==> config.mk <==
export PLATFORM = sky130hd
export DESIGN_NAME = scd_front
export DESIGN_NICKNAME = d
export VERILOG_FILES = /design/src/rtl/scd_pkg.sv /design/src/rtl/scd_front.sv
export SDC_FILE = /design/constraint.sdc
export NUM_CORES = 1
export LEC_CHECK = 0
export BUFFER_PORTS_ARGS = -buffer_cell sky130_fd_sc_hd__buf_2
export CAP_MARGIN = 20
export CORE_MARGIN = 10
export CORE_UTILIZATION = 53
export DETAILED_ROUTE_END_ITERATION = 6
export GPL_TIMING_DRIVEN = 0
export HOLD_SLACK_MARGIN = 0.03
export PLACE_DENSITY = 0.77
export SYNTH_ARGS = -nofsm -noshare
export SYNTH_HDL_FRONTEND = slang
export SYNTH_SLANG_ARGS = --single-unit
==> constraint.sdc <==
create_clock -name clk_i -period 7.22 [get_ports clk_i]
set_input_delay 0.361 -clock clk_i [delete_from_list [all_inputs] [get_ports clk_i]]
set_output_delay 0.361 -clock clk_i [all_outputs]
set_load 0.05 [all_outputs]
==> src/rtl/scd_pkg.sv <==
// Shared types, constants and helper functions for the streaming community detector.
// Used by every module of the block but scd_ram; depends on nothing else.
package scd_pkg;

  localparam int unsigned NODE_BITS   = 16;
  localparam int unsigned DEGREE_BITS = 16;
  localparam int unsigned FIELD_BITS  = 16;
  localparam int unsigned THRESH_BITS = 16;
  localparam int unsigned THRESH_RESET = 16;

  localparam longint unsigned NODE_COUNT = 64'd1 << NODE_BITS;
  localparam int unsigned ENTRY_BITS = DEGREE_BITS + NODE_BITS;
  localparam int unsigned CMP_BITS = (DEGREE_BITS > THRESH_BITS) ? DEGREE_BITS : THRESH_BITS;

  localparam int unsigned QUEUE_DEPTH    = 2;
  localparam int unsigned QUEUE_PTR_BITS = $clog2(QUEUE_DEPTH);

  typedef logic [NODE_BITS-1:0]      node_t;
  typedef logic [DEGREE_BITS-1:0]    degree_t;
  typedef logic [FIELD_BITS-1:0]     field_t;
  typedef logic [THRESH_BITS-1:0]    thresh_t;
  typedef logic [CMP_BITS-1:0]       cmp_t;
  typedef logic [QUEUE_PTR_BITS-1:0] qptr_t;
  typedef logic [QUEUE_PTR_BITS:0]   qcount_t;

  localparam degree_t DEGREE_MAX = '1;

  typedef struct packed {
    degree_t degree;
    node_t   community;
  } entry_t;

  typedef struct packed {
    node_t src;
    node_t dst;
    logic  self_loop;
  } item_t;

  typedef enum logic [1:0] {
    EDGE_MOVE = 2'd0,
    EDGE_LINK = 2'd1,
    EDGE_NULL = 2'd2
  } edge_class_e;

  function automatic degree_t raise_degree(degree_t d);
    return (d == DEGREE_MAX) ? d : d + degree_t'(1);
  endfunction

  function automatic logic above_threshold(degree_t d, thresh_t t);
    return cmp_t'(d) > cmp_t'(t);
  endfunction

endpackage

==> src/rtl/scd_front.sv <==
// Front end: accepts edges, reduces node ids, flags self loops and queues them.
// Depends on scd_pkg.
module scd_front (
  input  logic                  clk_i,
  input  logic                  rst_ni,
  input  logic                  in_valid_i,
  output logic                  in_ready_o,
  input  scd_pkg::field_t       src_node_i,
  input  scd_pkg::field_t       dst_node_i,
  input  logic                  clearing_i,
  output logic                  item_valid_o,
  input  logic                  item_ready_i,
  output scd_pkg::item_t        item_o
);

  localparam scd_pkg::qcount_t QueueFull = scd_pkg::qcount_t'(scd_pkg::QUEUE_DEPTH);
  localparam scd_pkg::qptr_t   QueueLast = scd_pkg::qptr_t'(scd_pkg::QUEUE_DEPTH - 1);

  scd_pkg::item_t   queue_q [scd_pkg::QUEUE_DEPTH];
  scd_pkg::qptr_t   wr_ptr_q, rd_ptr_q;
  scd_pkg::qcount_t count_q;
  scd_pkg::item_t   new_item;
  logic             push, pop;

  always_comb begin
    new_item.src       = scd_pkg::node_t'(src_node_i);
    new_item.dst       = scd_pkg::node_t'(dst_node_i);
    new_item.self_loop = (new_item.src == new_item.dst);
  end

  assign in_ready_o   = (count_q != QueueFull) && !clearing_i;
  assign item_valid_o = (count_q != '0);
  assign item_o       = queue_q[rd_ptr_q];
  assign push         = in_valid_i && in_ready_o;
  assign pop          = item_valid_o && item_ready_i;

  always_ff @(posedge clk_i or negedge rst_ni) begin
    if (!rst_ni) begin
      wr_ptr_q <= '0;
      rd_ptr_q <= '0;
      count_q  <= '0;
    end else begin
      if (push) begin
        wr_ptr_q <= (wr_ptr_q == QueueLast) ? '0 : wr_ptr_q + scd_pkg::qptr_t'(1);
      end
      if (pop) begin
        rd_ptr_q <= (rd_ptr_q == QueueLast) ? '0 : rd_ptr_q + scd_pkg::qptr_t'(1);
      end
      if (push && !pop) begin
        count_q <= count_q + scd_pkg::qcount_t'(1);
      end else if (pop && !push) begin
        count_q <= count_q - scd_pkg::qcount_t'(1);
      end
    end
  end

  always_ff @(posedge clk_i) begin
    if (push) begin
      queue_q[wr_ptr_q] <= new_item;
    end
  end

endmodule

# == After elaboration in Yosys (flattened, before gate mapping) ==
# Memories as Yosys holds them, arrays and structs flattened.
# Cells that the tools add are included.
# word_totals
ramBits,66
input_bits,37
memories,1
elab_cells,26
reg_bits,4
# memory_table
memory,words,word_bits,read_ports,rd_ports_with_merged_regs,wr,line,rtl
queue_q,2,33,1,0,1,scd_front.sv:19,scd_pkg::item_t queue_q [scd_pkg::QUEUE_DEPTH];
# op_classes
reduce_logical,10
n_eq_ne,2
mux,6
addsub,4
# ops
cell,count
equality test 16 bit,1
logical AND 1 bit,5
two-way mux 1 bit,4
two-way mux 2 bit,2
nonzero test 2 bit,2
zero test 1 bit,3
adder 1 bit (second input constant),2
adder 2 x 1 -> 2 bit (second input constant),1
inequality test 2 bit (second input constant),1
subtractor 2 x 1 -> 2 bit (second input constant),1

# == Logic depth before layout (Yosys ltp) ==
# logic_depth
word_depth,7
ltp_mapped,7
mapped_depth_nobuf,7

# == Worst setup path after synthesis ==
# OpenSTA, ideal clock, no wires.
# synth_timing
kind,reg-to-reg
startpoint,register count_q[1]
endpoint,"memory queue_q[0][0] (netlist bit), enable pin"
stages_incl_launch_ff,4
t_arrival_ps,2006
path_slack_ps,4790
period_less_slack_ps,2430
cell_sequence,dfrtp_1 inv_1 o211ai_1 nor2_1
# synth_via
elab_chain_len,5
# synth_lines
item,line,rtl
start: declaration,scd_front.sv:21,scd_pkg::qcount_t count_q;
start signal: assignment,scd_front.sv:50,count_q <= count_q + scd_pkg::qcount_t'(1);
start signal: assignment,scd_front.sv:52,count_q <= count_q - scd_pkg::qcount_t'(1);
inequality test 2 bit,scd_front.sv:31,assign in_ready_o = (count_q != QueueFull) && !clearing_i;
logical AND 1 bit,scd_front.sv:31,
logical AND 1 bit,scd_front.sv:34,assign push = in_valid_i && in_ready_o;
two-way mux 1 bit,scd_front.sv:58,if (push) begin
two-way mux 1 bit (not written as such),scd_front.sv:59,queue_q[wr_ptr_q] <= new_item;
end: declaration,scd_front.sv:19,
# Every way passes these cells.

==> implementation parameters <==
Parameter                              Value

CTS
  Clock latency on the worst-skew pair    approximately 0.33 ns
  Buffer cell driving the clock tree root    clkbuf_8
  Htree depth    3
  Num CTS Buffers    9
  Clock net sink count    70
  Reg clk slew, reported paths    0.07 ns
  CTS tree    yes
  Post-cts sizing count    0
  Max Buffers Root-to-Sink    2

Global routing
  Wire length of the first global-routing pass    8360 microns
  Gr ovfl total    0
  Largest net degree at the start of global routing    34
  Global router's overall resource usage    approximately 12%
  Number of global-route vias before repair    approximately 1600
  Antenna violations before repair    0

Cells and area
  Antenna diode count    0
  Fraction of layout instances using a drive strength above 1    53.9%
  # nets final    265
  Post-layout util    approximately 68%
  Area Growth Syn to Fin    21.1%
  Area of all placed cells without fillers    3540 sq um

Die
  Floorplan die area    8880 sq um
  Horizontal extent of the die    between 90 and 100 microns
  Core Region    5240 sq um
  Initial cell density of the core    a little under three fifths
  Ports placed on the boundary    72
  # rows    26
  Die Y-Extent    approximately 94 microns

Worst setup path
  Worst endpoint data arrival time    1.52 ns
  Setup crit end kind    primary output
  CP startpoint kind    flip-flop
  Critical path start-end classification    flip-flop to primary output
  Required time reported for the critical path endpoint    slightly below 7 ns
  Critical-path maximum fanout    10

Timing
  RSZ-0062 raised after global routing    no
  Setup slack of the critical path after layout    5.34 ns
  Slew margin rel.    36.4%
  Max Clock Freq    531 MHz
  Post-layout minimum cycle time    1.88 ns
  Count of final hold-check violations    0
  Worst Clk Skew    around 0.008 ns
  Least-Margin Pin Slew    0.952 ns
  Tcrit/Tclk final    26.1%
  Total setup violations reported at the end of the flow    0
  Fin. max-slew vios    0
  TNS Setup    0 ns

Detailed routing
  Wire length per cell after detailed routing    17.8 microns
  Via count normalized by instance count    4.90
  DRC violation total after the first TritonRoute iteration    55
  Final antenna-violating net count    0
  Iteration count of the initial detailed-routing pass    4
  Routed Wire Length    5370 microns
  Number of vias after detailed routing    around 1500
  Remaining DRCs    0

Placement
  Instance area after placement    3370 sq um
  Routability Congestion    approximately 0.83
  Input/output buffers    71
  Estimated wirelength of the detail-placed design    around 3800 microns
  Placement Setup Slack    about 5.3 ns

Logic synthesis
  Post-synthesis net count    182
  Yosys top cell area share    67.8%
  Post-synth cell types    18
  Top cells by instance count after synthesis    edfxtp_1 (66), mux2_4 (29), xnor2_1 (20)
  Netlist area before placement    2920 sq um
  Mapped Cells    about 140
  Most common cell in the netlist    edfxtp_1
  Register bit count reported by yosys    70
  Biggest area contributors in the synthesized netlist    edfxtp_1 (68%), mux2_4 (15%), xnor2_1 (6.0%)
  Portion of the post-synthesis area used by sequential elements    71.2%
  Number of enable flip-flop cells after synthesis    66
  Main flop type after synthesis    edfxtp_1
  Async S/R FF share, synth    5.71%
  Count of yosys warnings during synthesis    0
  Largest area contributor in the synthesized netlist    edfxtp_1
  Mean cell area of the mapped netlist    between 20 and 25 sq um

Power and ir drop
  VDD IR max    274 uV
  Total power per unit cell area    406 nW/um^2
  Standby leakage power    1.39 nW
  Post-layout power    about 1.4 mW

Status
  Outcome    complete, no violations

Flow run
  Max-capacitance violation count    0

Worst hold path
  Type of the most critical hold path    input pin to flip-flop
-- critical path: stages (launching register included) --
cell and delay (ns):
dfrtp_1 0.38, buf_6 0.15, buf_12 0.16, mux2_4 0.30, buf_2 0.21
-- through the flow --
step	hold WS, ns	instances
final	0.245	302
after floorplan	0.0654	144
after global routing	0.236	302
after global placement	0.175	285
after detailed placement	0.171	285
after CTS	0.231	302
-- worst paths after layout --
check                                    from  cells after the start  slack [ns]             end
min in group asynchronous              rst_ni                      2        0.38        rd_ptr_q
worst max register to register     count_q[0]                      2        5.39  queue_q[0][21]
worst max-delay path                 rd_ptr_q                      4        5.34       item_o[2]
worst min-delay path            src_node_i[9]                      1        0.25  queue_q[1][26]
worst min register to register       wr_ptr_q                      1        0.55        wr_ptr_q
max in group asynchronous              rst_ni                      2        6.73      count_q[0]
-- routing by layer --
layer	routed length [microns]	share of wire, %	global-route usage, %	vias up
met3	413	7.7	4.32	6
met4	56	1.0	5.32	0
li1	-	-	-	717
met5	0	0	0	-
met1	2200	41	14.1	709
met2	2700	50	20.8	49
-- layout make-up --
class	count	area, sq um
fill	377	1700
clock buffer	10	128
buffer	4	71.3
inverter	3	11.3
sequential	70	2080
clock inverter	6	28.8
multi-input combinational	67	767
tap	70	87.6
timing repair buffer	72	365
-- kinds of logic after synthesis --
group	after synthesis	synth area share, %
simple gates	10	2.27
flops	70	71.2
mux	33	16.4
xor+xnor	21	6.29
compound gates	2	0.514
fa+ha+maj	1	0.428
buf+inv	7	2.83
-- flip-flops by register name, summed over array words and instances (netlist names) --
signal and count:
wr_ptr_q 1, rd_ptr_q 1, count_q 2, queue_q 66
-- report_power, final --
group	total (mW)	internal [mW]	leakage [nW]	switching (mW)
clock network	0.251	0.120	0.0786	0.131
logic	0.655	0.234	0.667	0.421
registers	0.531	0.510	0.650	0.0210
-- placed cells by master (no fill, tap or decap), drive strengths merged, types with 2 or more instances in the layout --
cell type  synthesis  layout
buf                4      75
edfxtp            66      66
mux2              33      33
xnor2             20      20
clkbuf             0      10
clkinv             0       5
nand4              4       4
dfrtp              4       4
inv                3       3
nor2               2       2
-- what timing repair did --
item / in CTS / in global routing
hold buffers: 1 / 0
endpoints found under the setup margin: 0 / 0
buffers inserted: 0 / 0
endpoints found under the hold margin: 4 / 0
No activity file was read; power rests on OpenSTA's default activity.
